===== config.mk =====
export PLATFORM = sky130hd
export DESIGN_NAME = ultrasonic_echo_ranger_top_flat
export DESIGN_NICKNAME = d
export VERILOG_FILES = /design/src/uer_pkg.sv /design/src/uer_if.sv /design/src/ultrasonic_echo_ranger_top.sv /design/src/flat_wrapper.sv
export SDC_FILE = /design/constraint.sdc
export NUM_CORES = 1
export LEC_CHECK = 0
export ABC_AREA = 1
export BUFFER_PORTS_ARGS = -buffer_cell sky130_fd_sc_hd__buf_2
export CAP_MARGIN = 20
export CORE_ASPECT_RATIO = 1.1
export CORE_UTILIZATION = 30
export DETAILED_ROUTE_END_ITERATION = 12
export GPL_TIMING_DRIVEN = 1
export SLEW_MARGIN = 20
export SYNTH_ARGS = -nofsm -noshare
export SYNTH_HDL_FRONTEND = slang
export SYNTH_SLANG_ARGS = --single-unit

===== constraint.sdc =====
create_clock -name clk -period 4.11 [get_ports clk]
set_input_delay 0.822 -clock clk [delete_from_list [all_inputs] [get_ports clk]]
set_output_delay 0.822 -clock clk [all_outputs]
set_load 0.05 [all_outputs]

===== src/uer_pkg.sv =====
// Shared types and constants of the ultrasonic echo ranger.
`timescale 1ns / 1ps

package uer_pkg;

  // Counter width of the tick and pulse counters.
  localparam int COUNT_WIDTH = 16;

  // Field widths of the channels.
  localparam int CFG_W     = 16;
  localparam int CFG_IDX_W = 4;
  localparam int PULSE_W   = 16;
  localparam int DIST_W    = 14;
  localparam int STATUS_W  = 2;

  // Register indexes of the configuration port.
  localparam logic [CFG_IDX_W-1:0] REG_RISE_TIMEOUT = CFG_IDX_W'(0);
  localparam logic [CFG_IDX_W-1:0] REG_FALL_TIMEOUT = CFG_IDX_W'(1);
  localparam logic [CFG_IDX_W-1:0] REG_MIN_PULSE    = CFG_IDX_W'(2);
  localparam logic [CFG_IDX_W-1:0] REG_MAX_PULSE    = CFG_IDX_W'(3);

  // Register values after reset.
  localparam logic [CFG_W-1:0] RISE_TIMEOUT_RST = CFG_W'(30000);
  localparam logic [CFG_W-1:0] FALL_TIMEOUT_RST = CFG_W'(30000);
  localparam logic [CFG_W-1:0] MIN_PULSE_RST    = CFG_W'(100);
  localparam logic [CFG_W-1:0] MAX_PULSE_RST    = CFG_W'(25000);

  // Trigger sequence lengths in ticks.
  localparam int PRE_LOW_TICKS   = 2;
  localparam int TRIG_HIGH_TICKS = 10;

  // Distance is (pulse * 343 + 1000) / 2000, tracked as quotient and remainder.
  localparam int DIST_STEP  = 343;
  localparam int DIST_ROUND = 1000;
  localparam int DIST_DEN   = 2000;
  localparam int REM_W      = $clog2(DIST_DEN);

  // Measurement status codes.
  localparam logic [STATUS_W-1:0] ST_OK        = STATUS_W'(0);
  localparam logic [STATUS_W-1:0] ST_NO_RISE   = STATUS_W'(1);
  localparam logic [STATUS_W-1:0] ST_STUCK     = STATUS_W'(2);
  localparam logic [STATUS_W-1:0] ST_OUT_RANGE = STATUS_W'(3);

  // One result word.
  typedef struct packed {
    logic                trig_level;
    logic                busy_res;
    logic                done_res;
    logic [STATUS_W-1:0] status;
    logic [PULSE_W-1:0]  echo_ticks;
    logic [DIST_W-1:0]   dist_mm;
  } res_t;

endpackage


===== src/uer_if.sv =====
// Handshake channel interfaces of the ultrasonic echo ranger.
`timescale 1ns / 1ps

// Tick channel: one word per microsecond tick.
interface uer_tick_if;
  logic valid;
  logic ready;
  logic start_req;
  logic echo_level;

  modport source (output valid, output start_req, output echo_level, input ready);
  modport sink (input valid, input start_req, input echo_level, output ready);
endinterface

// Result channel: one word per accepted tick.
interface uer_res_if;
  logic                          valid;
  logic                          ready;
  logic                          trig_level;
  logic                          busy_res;
  logic                          done_res;
  logic [uer_pkg::STATUS_W-1:0]  status;
  logic [uer_pkg::PULSE_W-1:0]   echo_ticks;
  logic [uer_pkg::DIST_W-1:0]    dist_mm;

  modport source (output valid, output trig_level, output busy_res, output done_res,
                  output status, output echo_ticks, output dist_mm, input ready);
  modport sink (input valid, input trig_level, input busy_res, input done_res,
                input status, input echo_ticks, input dist_mm, output ready);
endinterface

// Configuration write channel.
interface uer_cfg_if;
  logic                          valid;
  logic                          ready;
  logic [uer_pkg::CFG_IDX_W-1:0] index;
  logic [uer_pkg::CFG_W-1:0]     data;

  modport source (output valid, output index, output data, input ready);
  modport sink (input valid, input index, input data, output ready);
endinterface


===== src/ultrasonic_echo_ranger_top.sv =====
// Top level of the ultrasonic echo ranger: trigger sequencer, echo timer and distance.
`timescale 1ns / 1ps

// Usage
// - tick: one word per microsecond, carrying start_req and the sampled echo level.
//   A start request from idle holds the trigger low for 2 ticks, high for 10, then
//   waits for the echo to rise and times its high pulse.
// - res: exactly one word per accepted tick, in order. The finishing tick of a
//   measurement has done_res set, with status, echo_ticks and dist_mm.
// - cfg: register writes (0 rise timeout, 1 fall timeout, 2 min pulse, 3 max pulse),
//   always ready; other indexes are ignored. The user must write only while no tick
//   is in flight; the block does not enforce it.
// Throughput, reset and stalls
// - Each accepted tick's result word is registered before it shows on res. One tick
//   per cycle is sustained while res does not stall.
// - The distance divide by 2000 is a running quotient and remainder that follow the
//   pulse counter, so the whole step is one add and compare per accepted tick.
// - rst (synchronous) returns to idle, empties the result stage and restores the
//   register defaults.
// - A result register plus one skid word part the sides: while res stalls, one more
//   tick is still taken, then tick.ready drops until res accepts a word.
module ultrasonic_echo_ranger_top (
  input  logic       clk,
  input  logic       rst,
  uer_tick_if.sink   tick,
  uer_res_if.source  res,
  uer_cfg_if.sink    cfg
);
  import uer_pkg::*;

  typedef enum logic [2:0] {
    PH_IDLE,
    PH_PRE_LOW,
    PH_TRIG_HIGH,
    PH_WAIT_RISE,
    PH_MEASURE
  } phase_t;

  // Configuration registers.
  logic [CFG_W-1:0] rise_timeout;
  logic [CFG_W-1:0] fall_timeout;
  logic [CFG_W-1:0] min_pulse;
  logic [CFG_W-1:0] max_pulse;

  // Measurement state.
  phase_t                 phase;
  phase_t                 phase_next;
  logic [COUNT_WIDTH-1:0] tick_count;
  logic [COUNT_WIDTH-1:0] tick_count_next;
  logic [COUNT_WIDTH-1:0] pulse_count;
  logic [COUNT_WIDTH-1:0] pulse_count_next;
  logic [DIST_W-1:0]      dist_quo;
  logic [DIST_W-1:0]      dist_quo_next;
  logic [REM_W-1:0]       dist_rem;
  logic [REM_W-1:0]       dist_rem_next;

  // Result stage and skid word.
  res_t res_word;
  res_t res_reg;
  logic res_valid;
  res_t skid_reg;
  logic skid_valid;

  logic                   push;
  logic                   pop;
  logic [COUNT_WIDTH-1:0] tick_inc;
  logic [COUNT_WIDTH-1:0] pulse_inc;
  logic [REM_W:0]         rem_sum;
  logic [REM_W-1:0]       rem_step;
  logic [DIST_W-1:0]      quo_step;
  logic                   out_of_range;

  assign push = tick.valid && tick.ready;
  assign pop  = res.valid && res.ready;

  assign tick.ready = !skid_valid;
  assign cfg.ready  = 1'b1;

  // Configuration writes.
  always_ff @(posedge clk) begin
    if (rst) begin
      rise_timeout <= RISE_TIMEOUT_RST;
      fall_timeout <= FALL_TIMEOUT_RST;
      min_pulse    <= MIN_PULSE_RST;
      max_pulse    <= MAX_PULSE_RST;
    end else if (cfg.valid && cfg.ready) begin
      case (cfg.index)
        REG_RISE_TIMEOUT: rise_timeout <= cfg.data;
        REG_FALL_TIMEOUT: fall_timeout <= cfg.data;
        REG_MIN_PULSE:    min_pulse    <= cfg.data;
        REG_MAX_PULSE:    max_pulse    <= cfg.data;
        default: ;
      endcase
    end
  end

  // Counter increments and the running distance division step.
  assign tick_inc  = tick_count + COUNT_WIDTH'(1);
  assign pulse_inc = pulse_count + COUNT_WIDTH'(1);
  assign rem_sum   = {1'b0, dist_rem} + (REM_W+1)'(DIST_STEP);

  always_comb begin
    if (rem_sum >= (REM_W+1)'(DIST_DEN)) begin
      rem_step = REM_W'(rem_sum - (REM_W+1)'(DIST_DEN));
      quo_step = dist_quo + DIST_W'(1);
    end else begin
      rem_step = REM_W'(rem_sum);
      quo_step = dist_quo;
    end
  end

  assign out_of_range = (pulse_inc < COUNT_WIDTH'(min_pulse)) ||
                        (pulse_inc > COUNT_WIDTH'(max_pulse));

  // Next state and result word for the tick on the input.
  always_comb begin
    phase_next       = phase;
    tick_count_next  = tick_count;
    pulse_count_next = pulse_count;
    dist_quo_next    = dist_quo;
    dist_rem_next    = dist_rem;
    res_word         = '0;
    case (phase)
      PH_IDLE: begin
        if (tick.start_req) begin
          phase_next       = PH_PRE_LOW;
          tick_count_next  = COUNT_WIDTH'(1);
          pulse_count_next = '0;
          res_word.busy_res = 1'b1;
        end
      end
      PH_PRE_LOW: begin
        tick_count_next = tick_inc;
        if (tick_inc >= COUNT_WIDTH'(PRE_LOW_TICKS)) begin
          phase_next      = PH_TRIG_HIGH;
          tick_count_next = '0;
        end
        res_word.busy_res = 1'b1;
      end
      PH_TRIG_HIGH: begin
        tick_count_next = tick_inc;
        if (tick_inc >= COUNT_WIDTH'(TRIG_HIGH_TICKS)) begin
          phase_next      = PH_WAIT_RISE;
          tick_count_next = '0;
        end
        res_word.trig_level = 1'b1;
        res_word.busy_res   = 1'b1;
      end
      PH_WAIT_RISE: begin
        if (tick.echo_level) begin
          phase_next        = PH_MEASURE;
          pulse_count_next  = '0;
          dist_quo_next     = '0;
          dist_rem_next     = REM_W'(DIST_ROUND);
          res_word.busy_res = 1'b1;
        end else begin
          tick_count_next = tick_inc;
          if (tick_inc >= COUNT_WIDTH'(rise_timeout)) begin
            phase_next        = PH_IDLE;
            tick_count_next   = '0;
            res_word.done_res = 1'b1;
            res_word.status   = ST_NO_RISE;
          end else begin
            res_word.busy_res = 1'b1;
          end
        end
      end
      PH_MEASURE: begin
        pulse_count_next = pulse_inc;
        dist_quo_next    = quo_step;
        dist_rem_next    = rem_step;
        if (!tick.echo_level) begin
          // Echo fell: check the pulse against the accepted window.
          phase_next          = PH_IDLE;
          tick_count_next     = '0;
          res_word.done_res   = 1'b1;
          res_word.echo_ticks = PULSE_W'(pulse_inc);
          if (out_of_range) begin
            res_word.status = ST_OUT_RANGE;
          end else begin
            res_word.status  = ST_OK;
            res_word.dist_mm = quo_step;
          end
        end else if (pulse_inc >= COUNT_WIDTH'(fall_timeout)) begin
          phase_next          = PH_IDLE;
          tick_count_next     = '0;
          res_word.done_res   = 1'b1;
          res_word.status     = ST_STUCK;
          res_word.echo_ticks = PULSE_W'(pulse_inc);
        end else begin
          res_word.busy_res = 1'b1;
        end
      end
      default: begin
        phase_next = PH_IDLE;
      end
    endcase
  end

  // Measurement state advances once per accepted tick.
  always_ff @(posedge clk) begin
    if (rst) begin
      phase       <= PH_IDLE;
      tick_count  <= '0;
      pulse_count <= '0;
    end else if (push) begin
      phase       <= phase_next;
      tick_count  <= tick_count_next;
      pulse_count <= pulse_count_next;
    end
  end

  // Running quotient and remainder of the distance.
  always_ff @(posedge clk) begin
    if (push) begin
      dist_quo <= dist_quo_next;
      dist_rem <= dist_rem_next;
    end
  end

  // Result register with one skid word behind it.
  always_ff @(posedge clk) begin
    if (rst) begin
      res_valid  <= 1'b0;
      skid_valid <= 1'b0;
    end else if (skid_valid) begin
      if (pop) begin
        res_reg    <= skid_reg;
        skid_valid <= 1'b0;
      end
    end else if (push) begin
      if (!res_valid || pop) begin
        res_reg   <= res_word;
        res_valid <= 1'b1;
      end else begin
        skid_reg   <= res_word;
        skid_valid <= 1'b1;
      end
    end else if (pop) begin
      res_valid <= 1'b0;
    end
  end

  assign res.valid      = res_valid;
  assign res.trig_level = res_reg.trig_level;
  assign res.busy_res   = res_reg.busy_res;
  assign res.done_res   = res_reg.done_res;
  assign res.status     = res_reg.status;
  assign res.echo_ticks = res_reg.echo_ticks;
  assign res.dist_mm    = res_reg.dist_mm;

endmodule


===== src/flat_wrapper.sv =====
// flat-port wrapper written by rule: the top's interface ports become plain ports
module ultrasonic_echo_ranger_top_flat import uer_pkg::*;
  (clk, rst, tick_valid, tick_start_req, tick_echo_level, tick_ready, res_valid, res_trig_level, res_busy_res, res_done_res, res_status, res_echo_ticks, res_dist_mm, res_ready, cfg_valid, cfg_index, cfg_data, cfg_ready);
  uer_tick_if tick_i ();
  uer_res_if res_i ();
  uer_cfg_if cfg_i ();
  input  logic clk;
  input  logic rst;
  input wire logic [$bits(tick_i.valid)-1:0] tick_valid;
  input wire logic [$bits(tick_i.start_req)-1:0] tick_start_req;
  input wire logic [$bits(tick_i.echo_level)-1:0] tick_echo_level;
  output wire logic [$bits(tick_i.ready)-1:0] tick_ready;
  output wire logic [$bits(res_i.valid)-1:0] res_valid;
  output wire logic [$bits(res_i.trig_level)-1:0] res_trig_level;
  output wire logic [$bits(res_i.busy_res)-1:0] res_busy_res;
  output wire logic [$bits(res_i.done_res)-1:0] res_done_res;
  output wire logic [$bits(res_i.status)-1:0] res_status;
  output wire logic [$bits(res_i.echo_ticks)-1:0] res_echo_ticks;
  output wire logic [$bits(res_i.dist_mm)-1:0] res_dist_mm;
  input wire logic [$bits(res_i.ready)-1:0] res_ready;
  input wire logic [$bits(cfg_i.valid)-1:0] cfg_valid;
  input wire logic [$bits(cfg_i.index)-1:0] cfg_index;
  input wire logic [$bits(cfg_i.data)-1:0] cfg_data;
  output wire logic [$bits(cfg_i.ready)-1:0] cfg_ready;
  assign tick_i.valid = tick_valid;
  assign tick_i.start_req = tick_start_req;
  assign tick_i.echo_level = tick_echo_level;
  assign tick_ready = tick_i.ready;
  assign res_valid = res_i.valid;
  assign res_trig_level = res_i.trig_level;
  assign res_busy_res = res_i.busy_res;
  assign res_done_res = res_i.done_res;
  assign res_status = res_i.status;
  assign res_echo_ticks = res_i.echo_ticks;
  assign res_dist_mm = res_i.dist_mm;
  assign res_i.ready = res_ready;
  assign cfg_i.valid = cfg_valid;
  assign cfg_i.index = cfg_index;
  assign cfg_i.data = cfg_data;
  assign cfg_ready = cfg_i.ready;
  ultrasonic_echo_ranger_top u_core (.clk(clk), .rst(rst), .tick(tick_i), .res(res_i), .cfg(cfg_i));
endmodule

==> metrics.cfg <==
[status]
status=finished, final reports clean

[worst_setup_path]
crit_start=u_core.pulse_count[0]$_SDFFE_PP0P_
r2r_start=u_core.pulse_count[0]$_SDFFE_PP0P_
ff2ff_path_depth=22
cp-start-kind=flip-flop
cp-endpoint=u_core.skid_reg[12]$_DFFE_PP_
ff2ff_setup_slack_ps=480
critPathMaxStageDelay_ps=390
crit_path_top_delay_cell=dfxtp_2
cp.arrival_ps=3900
cp_max_fo=8
rr_endpoint=u_core.skid_reg[12]$_DFFE_PP_
end_kind=flip-flop
cp_cell_sequence=ha_1, nand4_1, nor2_1, nand3_1, nor2_1, nand3_1, nor2_1, nand3_1, xor2_1, buf_4, ha_1, nand2_1, inv_1, nand3_1, nor3_1, nand2_1, nand2_1, nand2_1, nor2_2, clkinvlp_4, buf_4, nor3_1
required_ps=4380
critPathKind=reg2reg

[route]
drt-pass1-iter-count=5
drcViolationCount=0
antenna_left=0
viasPerCell=4.655
wl_per_cell_um=13.82
drt_iter0_drc=521
vias=8985
finalWirelength_um=26670

[timing]
drv_slew=0
layout_min_cycle_time_ps=3632
hold_viol=0
tightest_slew_ps=920.5
fmax_mhz=275.3
clock_skew_ps=11.94
timing.hold.ws_ps=462.5
setup_viol=0
rsz0062_at_grt=false
fin_crit_sh=0.8837
setup_tns_ps=0
slew_headroom=0.3854

[clocking]
worstSkewPairLatency_ps=440
numCtsBuffers=17
clock_path_buffers=2
path_clk_slew_ps=80
cts_tree=done
cts_sinks=196
root_buffer=clkbuf_16
h-tree-depth=4

[pwr]
p_sw_mw=1.405
ir_drop_uv=306.8
pwr-share-comb=0.165
power_density_nw_per_um2=369.8
p_leak_nw=5.474
seqPwrFrac=0.478
finalPower_mw=4.584
intPower_mw=3.180
switching_share=0.3064
power.share.clock=0.357

[floorplan]
start_util=0.3035
io_pins=65
dieWidth_um=184.2
fp.dieH_um=202.4
coreArea_um2=36080
fp-row-count=73
dieArea_um2=37270

[synthesis]
synth_area_leader_cell=edfxtp_1
synth_area_leaders=edfxtp_1, dfxtp_1, nand2_1, ha_1, inv_1
syn_inst=1374
ys_ff_latch=196
yosys.area.top_type_share=0.2605
syn-cell-area_um2=10950
netlist_top_cells_count=nand2_1, inv_1, nor2_1
syn_area_per_cell_um2=7.969
async_reset_ff_frac=0
synth.net_count=1471
synth_edf_count=95
seq_area_frac_synth=0.4452
post-synth-top-count-cell=nand2_1
synth_flop_cell=dfxtp_1
yosys_warnings=0
synth_cell_types=48

[placed_design]
dp_hpwl_um=19480
placed_area_um2=11800
portBuffers=63
place_congestion=0.8685

[global_route]
grt_pass1_wl_um=44530
track_usage=0.1505
grt_max_degree=61
grt.overflow.total=0
antenna_found_initial=0
grt_pass1_vias=8643

[finish]
largest_reg_flops=35
fin_util=0.3436
area_growth_pct=13.21
layout-drive-gt1-share=0.1351
stdcell_area_um2=12400
diodes=0
fin_nets=1527

[hold_path]
holdPathStages=2
hold_class=reg2reg

[flow_run]
drv_cap=0

[placed cells by master (no fill, tap or decap), drive strengths merged]
cell,count
a211oi,2
a21o,3
a21oi,111
a221oi,1
a22oi,9
a31oi,3
and2,2
and3,1
buf,82
clkbuf,19
clkinv,5
clkinvlp,2
conb,1
dfxtp,101
edfxtp,95
ha,70
inv,188
nand2,324
nand3,88
nand3b,6
nand4,22
nor2,154
nor3,26
nor4,2
o211ai,4
o21a,2
o21ai,87
o21bai,4
or2,2
xnor2,5
xor2,22
[logic make-up after synthesis]
family                     count (synthesis)  share of synthesized area
and+or+nand+nor                          627                     0.2573
buffers and inverters                    227                    0.08262
DFF                                      196                     0.4452
xor gates and xnor gates                  27                    0.02297
AOI/OAI and AO/OA                        226                     0.1115
adders and majority gates                 70                    0.07999
other                                      1                  0.0003425
[final cells by class]
cell class                      count  area [µm²]
Fill cell                        3807       23680
Clock buffer                       19       452.9
Sequential cell                   196        4876
Tap cell                          487       609.3
Inverter                          182       686.9
Timing Repair Buffer               82       461.7
Multi-Input combinational cell    951        5197
Clock inverter                     13       111.4
[per-layer routing]
layer / vias up / wire length [µm] / GRT usage
met5: - / 0 / 0
met4: 0 / 354 / 0.03780
met3: 25 / 1068 / 0.02414
met2: 161 / 11630 / 0.2367
met1: 4172 / 13620 / 0.2132
li1: 4627 / - / -
[worst min-delay path by stage]
stage / startpoint / to / slack (ps)
2_1_floorplan: u_core.fall_timeout[11]$_SDFFE_PP0P_ / u_core.fall_timeout[11]$_SDFFE_PP0P_ / 440
3_3_place_gp: u_core.fall_timeout[15]$_SDFFE_PP0P_ / u_core.fall_timeout[15]$_SDFFE_PP0P_ / 450
3_5_place_dp: u_core.fall_timeout[9]$_SDFFE_PP0P_ / u_core.fall_timeout[9]$_SDFFE_PP0P_ / 450
4_1_cts: u_core.min_pulse[11]$_SDFFE_PP0P_ / u_core.min_pulse[11]$_SDFFE_PP0P_ / 470
5_1_grt: u_core.min_pulse[13]$_SDFFE_PP0P_ / u_core.min_pulse[13]$_SDFFE_PP0P_ / 490
6_report: u_core.min_pulse[3]$_SDFFE_PP0P_ / u_core.min_pulse[3]$_SDFFE_PP0P_ / 460
[worst max-delay path: cells and delay by family, from the launching register on]
family	cells	cell delay (ps)
AND/OR/NAND/NOR	15	1890
XOR/XNOR	1	170
buffers and inverters	4	530
flip-flops	1	390
adder cells (fa/ha/maj)	2	480
[stage by stage]
stage	setup slack, ps	instances
2_1_floorplan	816.9	1374
3_3_place_gp	388.6	1896
3_5_place_dp	299.6	1896
4_1_cts	264.5	1928
5_1_grt	39.91	1930
6_report	478.0	1930
[power by group through the flow]
stage	logic, mW	clock network, mW	registers [mW]
floorplan	0.511	0	2.28
global placement	0.743	0	2.24
detailed placement	0.754	0	2.24
CTS	0.758	1.68	2.19
global route	0.858	1.77	2.20
finish	0.754	1.64	2.19
[what timing repair did]
action,CTS,global route
gates resized for setup,0,4
buffers inserted,0,2
endpoints found under the setup margin,0,32
hold buffers,0,0
hold endpoints to repair,0,0
No activity file was read; power rests on OpenSTA's default activity.
